==> config.mk <==
export PLATFORM = sky130hd
export DESIGN_NAME = qdw_div
export DESIGN_NICKNAME = d
export VERILOG_FILES = /design/src/hdl/quad_dewarp_address_gen_defines.svh /design/src/hdl/qdw_pkg.sv /design/src/hdl/qdw_div.sv
export SDC_FILE = /design/constraint.sdc
export NUM_CORES = 1
export LEC_CHECK = 0
export ABC_AREA = 1
export BUFFER_PORTS_ARGS = -buffer_cell sky130_fd_sc_hd__buf_2
export CORE_UTILIZATION = 45
export CTS_CLUSTER_SIZE = 8
export DETAILED_ROUTE_END_ITERATION = 16
export SETUP_SLACK_MARGIN = 0.3
export SLEW_MARGIN = 15
export SYNTH_ARGS = -nofsm -noshare
export SYNTH_HDL_FRONTEND = slang
export SYNTH_SLANG_ARGS = --single-unit
==> constraint.sdc <==
create_clock -name clk_i -period 14.9 [get_ports clk_i]
set_input_delay 0.745 -clock clk_i [delete_from_list [all_inputs] [get_ports clk_i]]
set_output_delay 0.745 -clock clk_i [all_outputs]
set_load 0.005 [all_outputs]
==> src/hdl/quad_dewarp_address_gen_defines.svh <==
// Assertion macros for the quad dewarp address generator.
// Expects clk_i and rst_ni in the scope that uses them.
`ifndef QUAD_DEWARP_ADDRESS_GEN_DEFINES_SVH
`define QUAD_DEWARP_ADDRESS_GEN_DEFINES_SVH

// Condition holds at every rising clock edge outside reset.
`define QDW_ASSERT(lbl, cond, msg) \
  lbl: assert property (@(posedge clk_i) disable iff (!rst_ni) (cond)) else $error(msg);

// Antecedent implies consequent in the same cycle.
`define QDW_ASSERT_IMP(lbl, ante, cons, msg) \
  lbl: assert property (@(posedge clk_i) disable iff (!rst_ni) (ante) |-> (cons)) \
    else $error(msg);

`endif

==> src/hdl/qdw_pkg.sv <==
// Shared constants, register indexes and payload types of the quad dewarp
// address generator. No dependencies.
package qdw_pkg;

  localparam int FRAC_BITS_DEF = 16;
  localparam int MAX_DIM_DEF   = 4096;
  localparam int DIV_STEP      = 4;     // quotient bits per divider stage

  localparam int COORD_W    = 12;
  localparam int DIM_W      = 13;
  localparam int CORNER_W   = 24;
  localparam int ADDR_W     = 24;
  localparam int CFG_IDX_W  = 3;
  localparam int CFG_DATA_W = 24;

  localparam logic [COORD_W-1:0] COORD_MAX = '1;

  localparam logic [CFG_IDX_W-1:0] REG_WIDTH = 3'd0;
  localparam logic [CFG_IDX_W-1:0] REG_HEIGHT = 3'd1;
  localparam logic [CFG_IDX_W-1:0] REG_TOP_LEFT = 3'd2;
  localparam logic [CFG_IDX_W-1:0] REG_TOP_RIGHT = 3'd3;
  localparam logic [CFG_IDX_W-1:0] REG_BOTTOM_RIGHT = 3'd4;
  localparam logic [CFG_IDX_W-1:0] REG_BOTTOM_LEFT = 3'd5;

  localparam logic [DIM_W-1:0]    WIDTH_RST        = 13'd640;
  localparam logic [DIM_W-1:0]    HEIGHT_RST       = 13'd480;
  localparam logic [CORNER_W-1:0] TOP_LEFT_RST     = 24'd0;
  localparam logic [CORNER_W-1:0] TOP_RIGHT_RST    = 24'd639;
  localparam logic [CORNER_W-1:0] BOTTOM_RIGHT_RST = 24'd1962623;
  localparam logic [CORNER_W-1:0] BOTTOM_LEFT_RST  = 24'd1961984;

  typedef struct packed {
    logic [COORD_W-1:0] out_row;
    logic [COORD_W-1:0] out_col;
  } pix_in_t;

  typedef struct packed {
    logic [COORD_W-1:0] src_x;
    logic [COORD_W-1:0] src_y;
    logic [ADDR_W-1:0]  src_address;
    logic               out_of_range;
  } pix_out_t;

endpackage

==> src/hdl/qdw_div.sv <==
// Pipelined restoring unsigned divider, DIV_STEP quotient bits per stage,
// with a tag carried alongside. Depends on qdw_pkg.
module qdw_div import qdw_pkg::*; #(
  parameter int DW   = 28,
  parameter int VW   = DIM_W,
  parameter int TW   = 1,
  parameter int STEP = DIV_STEP
) (
  input  logic          clk_i,
  input  logic          rst_ni,
  input  logic          en_i,
  input  logic          vld_i,
  input  logic [DW-1:0] num_i,
  input  logic [VW-1:0] den_i,
  input  logic [TW-1:0] tag_i,
  output logic          vld_o,
  output logic [DW-1:0] quo_o,
  output logic [TW-1:0] tag_o
);

  localparam int NS = (DW + STEP - 1) / STEP;
  localparam int PW = NS * STEP;

  logic          vld_q [NS];
  logic [VW-1:0] rem_q [NS];
  logic [PW-1:0] dq_q  [NS];
  logic [VW-1:0] den_q [NS];
  logic [TW-1:0] tag_q [NS];

  for (genvar s = 0; s < NS; s++) begin : g_stage
    logic          vld_in;
    logic [VW-1:0] rem_in;
    logic [PW-1:0] dq_in;
    logic [VW-1:0] den_in;
    logic [TW-1:0] tag_in;
    logic [VW-1:0] rem_d;
    logic [PW-1:0] dq_d;

    if (s == 0) begin : g_first
      assign vld_in = vld_i;
      assign rem_in = '0;
      assign dq_in  = PW'(num_i);
      assign den_in = den_i;
      assign tag_in = tag_i;
    end else begin : g_next
      assign vld_in = vld_q[s-1];
      assign rem_in = rem_q[s-1];
      assign dq_in  = dq_q[s-1];
      assign den_in = den_q[s-1];
      assign tag_in = tag_q[s-1];
    end

    always_comb begin
      logic [VW:0]   shifted;
      logic [VW+1:0] trial;
      rem_d = rem_in;
      dq_d  = dq_in;
      for (int b = 0; b < STEP; b++) begin
        shifted = {rem_d, dq_d[PW-1]};
        trial   = {1'b0, shifted} - {2'b00, den_in};
        if (!trial[VW+1]) begin
          rem_d = trial[VW-1:0];
        end else begin
          rem_d = shifted[VW-1:0];
        end
        dq_d = {dq_d[PW-2:0], ~trial[VW+1]};
      end
    end

    always_ff @(posedge clk_i or negedge rst_ni) begin
      if (!rst_ni) begin
        vld_q[s] <= 1'b0;
      end else if (en_i) begin
        vld_q[s] <= vld_in;
      end
    end

    always_ff @(posedge clk_i) begin
      if (en_i) begin
        rem_q[s] <= rem_d;
        dq_q[s]  <= dq_d;
        den_q[s] <= den_in;
        tag_q[s] <= tag_in;
      end
    end
  end

  assign vld_o = vld_q[NS-1];
  assign quo_o = dq_q[NS-1][DW-1:0];
  assign tag_o = tag_q[NS-1];

endmodule

# --- Yosys cells after proc, flatten, opt, wreduce, memory -nomap -nowiden ---
# Memory sizes are Yosys's and may differ from the RTL's.
# Cells that the tools add are included.
totals:
  ramBits: 385
  inputBits: 46
  latchBits: 0
  ff_bits: 7
  mem_count: 4
  out_inout_bits: 30
  wordCells: 97
  mem_bits_ro: 0
memory_table:
  columns: ["memory", "depth", "width", "rd", "rd_clocked_by_memory_dff", "wr", "line_no", "text"]
  rows:
  - ["dq_q", 7, 28, 7, 0, 7, "qdw_div.sv:26", "logic [PW-1:0] dq_q [NS];"]
  - ["den_q", 7, 13, 6, 0, 7, "qdw_div.sv:27", "logic [VW-1:0] den_q [NS];"]
  - ["rem_q", 7, 13, 6, 0, 7, "qdw_div.sv:25", "logic [VW-1:0] rem_q [NS];"]
  - ["tag_q", 7, 1, 7, 0, 7, "qdw_div.sv:28", "logic [TW-1:0] tag_q [NS];"]
op_classes:
  div: 0
  add_sub_neg: 28
  n_mul: 0
  n_mux: 30
  n_eq_ne: 0
  shift: 0
  n_lt_le_gt_ge: 0
  n_reduce_logical: 0
  bitwise: 28
op_table:
  columns: ["op", "n"]
  rows:
  - ["14-bit by 13-bit subtractor with 15-bit output", 27]
  - ["13-bit 2-to-1 mux", 28]
  - ["1-bit inverter", 28]
  - ["1-bit by 13-bit subtractor with 14-bit output", 1]
  - ["1-bit 2-to-1 mux", 2]

# --- Longest topological paths before layout ---
# An unclocked memory read counts as a cell.
logic_depth:
  depth_word: 9
  mapped_depth: 52
  ltp_nobuf: 49

# --- Worst setup path before layout ---
# OpenSTA, ideal clock, no wires.
synth_timing:
  kind: "flip-flop to flip-flop"
  start: "mem den_q[3][0] (netlist bit)"
  end: "mem rem_q[4][4] (netlist bit), data pin"
  path_buffers: 4
  period_less_slack_ns: 6.841
  setup_ns: 0.252
  t_arrival_ns: 6.589
  required_time_ns: 14.648
  slack_ns: 8.059
  path_stages_with_launch: 44
  cell_sequence: "edfxtp_1 ha_1 fa_1 inv_1 nand2_1 nand3_2 nand2_1 nand2_2 buf_6 inv_2 or2_0 o21ai_1 inv_1 fa_1 inv_1 nand3_1 nand2_1 nand4_1 (+8 left out) a21oi_1 o21bai_1 nand3_1 nand4_1 a21oi_1 clkbuf_1 nand3_1 nand2_1 ha_1 a21oi_1 o21ai_0 nand4_1 o2111ai_1 a21oi_1 nand3_2 buf_2 nand2_1 nand2_1"
synth_rtl:
  columns: ["item", "line_no"]
  rows:
  - ["start: declaration", "qdw_div.sv:27"]
  - ["end: declaration", "qdw_div.sv:25"]

==> flow_metrics.tcl <==
set metrics [dict create \
    m1WireLength_um 36600 \
    post-cts-setup-buffer-count 0 \
    yosys_warnings 0 \
    synthDistinctLibCells 59 \
    path_delay_family "simple AND/OR/NAND/NOR gates" \
    hp-class "primary input to register" \
    crit_required_ps 15360 \
    drt_pass1_iterations 5 \
    r2r_setup_slack_ps 6130 \
    wl_met2_um 35800 \
    grt_pass1_vias 24500 \
    synthCells 4016 \
    cp_max_fo 16 \
    diodes 0 \
    drt_iter0_drc 1741 \
    finalHoldWorstSlack_ps 309 \
    drive_gt1_share_pct 7.91 \
    layout_commonest_cell "nand2_1" \
    worstMarginPinSlew_ps 1040 \
    routed-wl-met3_um 3290 \
    htree_levels 2 \
    vias 26200 \
    dr.max_layer_used "met4" \
    clk_pin_slew_ps 60 \
    drv_slew 0 \
    arrival_ps 9230 \
    synth_xor_area_share_pct 6.31 \
    synth_top_family_by_area "simple AND/OR/NAND/NOR gates" \
    place_hpwl_um 61700 \
    cpMostUsedCell "nand2_1" \
    vias_per_cell 5.17 \
    synth-adder-area-share_pct 15.4 \
    wl_per_cell_um 15.4 \
    ios 76 \
    ant_nets 0 \
    synth-simple-area-share_pct 24.9 \
    hold_viol 0 \
    synth_top_cell_area_share_pct 33.8 \
    yosys-mux-area-fraction_pct 0.0706 \
    syn_to_final_growth_pct 8.37 \
    layout_common_cells "1120 x nand2_1, 532 x inv_1, 359 x edfxtp_1, 352 x ha_1, 273 x a21oi_1" \
    layoutNonFillerInstCount 5063 \
    fmax_ghz 0.114 \
    initial_core_util_pct 45.5 \
    dieArea_um2 72000 \
    place_inst 4987 \
    drv_cap 0 \
    antenna_found_initial 0 \
    cp-start-kind "register" \
    fin_skew_ps 44.3 \
    cp-end-kind "register" \
    finalSetupTns_ps 0 \
    critPathBufInv 5 \
    cts_buffer_depth 3 \
    fin_crit_ps 8770 \
    fp.dieH_um 268 \
    place_congestion 0.943 \
    grt_overflow 0 \
    grt_max_degree 116 \
    worstSkewPairLatency_ps 610 \
    crit_path_top_delay_cell "edfxtp_1" \
    synth_compound_area_share_pct 11.1 \
    slew_headroom_pct 30.7 \
    rsz0062_at_grt "no" \
    drc 0 \
    die_w_um 268 \
    ys_ff_latch 366 \
    slowest_delay_ps 640 \
    final-setup-viol-count 0 \
    grt_pass1_wl_um 126000 \
    seq_area_frac_synth_pct 34.3 \
    postSynthAreaPerCell_um2 7.95 \
    num_rows 97 \
    clock-sinks 366 \
    path_class "register to register" \
    io_buffers 75 \
    yosysTopAreaCell "edfxtp_1" \
    cts_tree "yes" \
    drt_wl_total_um 77800 \
    yosys-top-cells-area "edfxtp_1 34%, ha_1 14%, nand2_1 13%, inv_1 6.3%, a21oi_1 4.3%" \
    post-route-period-util_pct 58.8 \
    track_usage_pct 21.8 \
    core_um2 70100 \
    status "complete, no violations" \
    nNetsFinal 4527 \
    cts_buffers 53 \
    syn_area_um2 31900 \
    cts_root_buf "clkbuf_16" \
]
area by class of cell:
type | count | area (µm²)
inverter | 553 | 2090
clock inverter | 8 | 60.1
fill | 6873 | 35600
clock buffer | 67 | 1390
multi-input combinational | 3049 | 18500
timing repair buffer | 80 | 425
sequential | 366 | 11000
tap | 940 | 1180
flip-flops by register name, indices dropped and copies added, names as in the netlist:
name	flops
dq_q	196
den_q	78
rem_q	78
tag_q	7
g_stage.vld_in	6
vld_o	1
synth_stat cells (all sizes together):
library cell and number:
nand2 1155, inv 547, edfxtp 359, ha 352, a21oi 284, nand3 283
nor2 226, o21ai 222, xor2 134, xnor2 96, nand4 52, or2 49
buf 48, nor3 34, o21bai 27, fa 26, a21o 22, a31oi 22
o2111ai 12, nand3b 10, dfrtp 7, o31ai 7, a21boi 6, clkinv 6
and2 5, clkbuf 4, a221oi 3, o211ai 3, o21a 3, o221ai 3
a211oi 2, mux2 2, a41oi 1, conb 1, nand2b 1, nor4 1
o211a 1
stage by stage:
| stage | setup slack, ps | cell area (µm²) | util (%) |
|---|---|---|---|
| after detailed placement | 6020 | 33100 | 47.2 |
| after global routing | 5280 | 34600 | 49.3 |
| after global placement | 6020 | 33100 | 47.2 |
| after floorplan | 8060 | 31900 | - |
| after CTS | 5960 | 34600 | 49.3 |
| final | 6130 | 34600 | 49.3 |
per-layer routing:
layer | global-route usage (%) | vias to the layer above
met4 | 6.70 | 0
met5 | 0 | -
li1 | - | 13600
met1 | 29.8 | 11900
met3 | 2.41 | 119
met2 | 36.2 | 558
kinds of logic (layout without fill, tap and decap cells):
logic type,Yosys count,in the layout
simple gates,1816,1816
xor+xnor,230,230
buf+inv,605,708
mux,2,2
other cells,1,5
fa+ha+maj,378,378
flops,366,366
compound gates,618,618
repair_timing:
item | 4_1_cts | 5_1_grt
hold buffers | 1 | 0
hold endpoints to repair | 7 | 0
gates resized for setup | 0 | 0
worst paths after layout:
path                             startpoint                 to  cells after the start
max in group asynchronous            rst_ni  g_stage[4].vld_in                      2
min in group asynchronous            rst_ni  g_stage[1].vld_in                      2
worst max register to register  den_q[0][1]        rem_q[1][7]                     41
worst max-delay path            den_q[0][1]        rem_q[1][7]                     41
worst min-delay path              num_i[20]        dq_q[0][24]                      1
worst min register to register  dq_q[1][17]        dq_q[2][21]                      0
worst register-to-register path: cells and delay by family (launching register included):
kind	cells	cell delay [ps]
AND/OR/NAND/NOR	26	3510
AO/OA/AOI/OAI	6	1720
adder cells (fa/ha/maj)	4	1610
buffers and inverters	5	1160
flip-flops	1	640
Power is left out: the tool's default activity adds up to more than one toggle a clock period on the data nets, which glitch-free logic cannot reach.
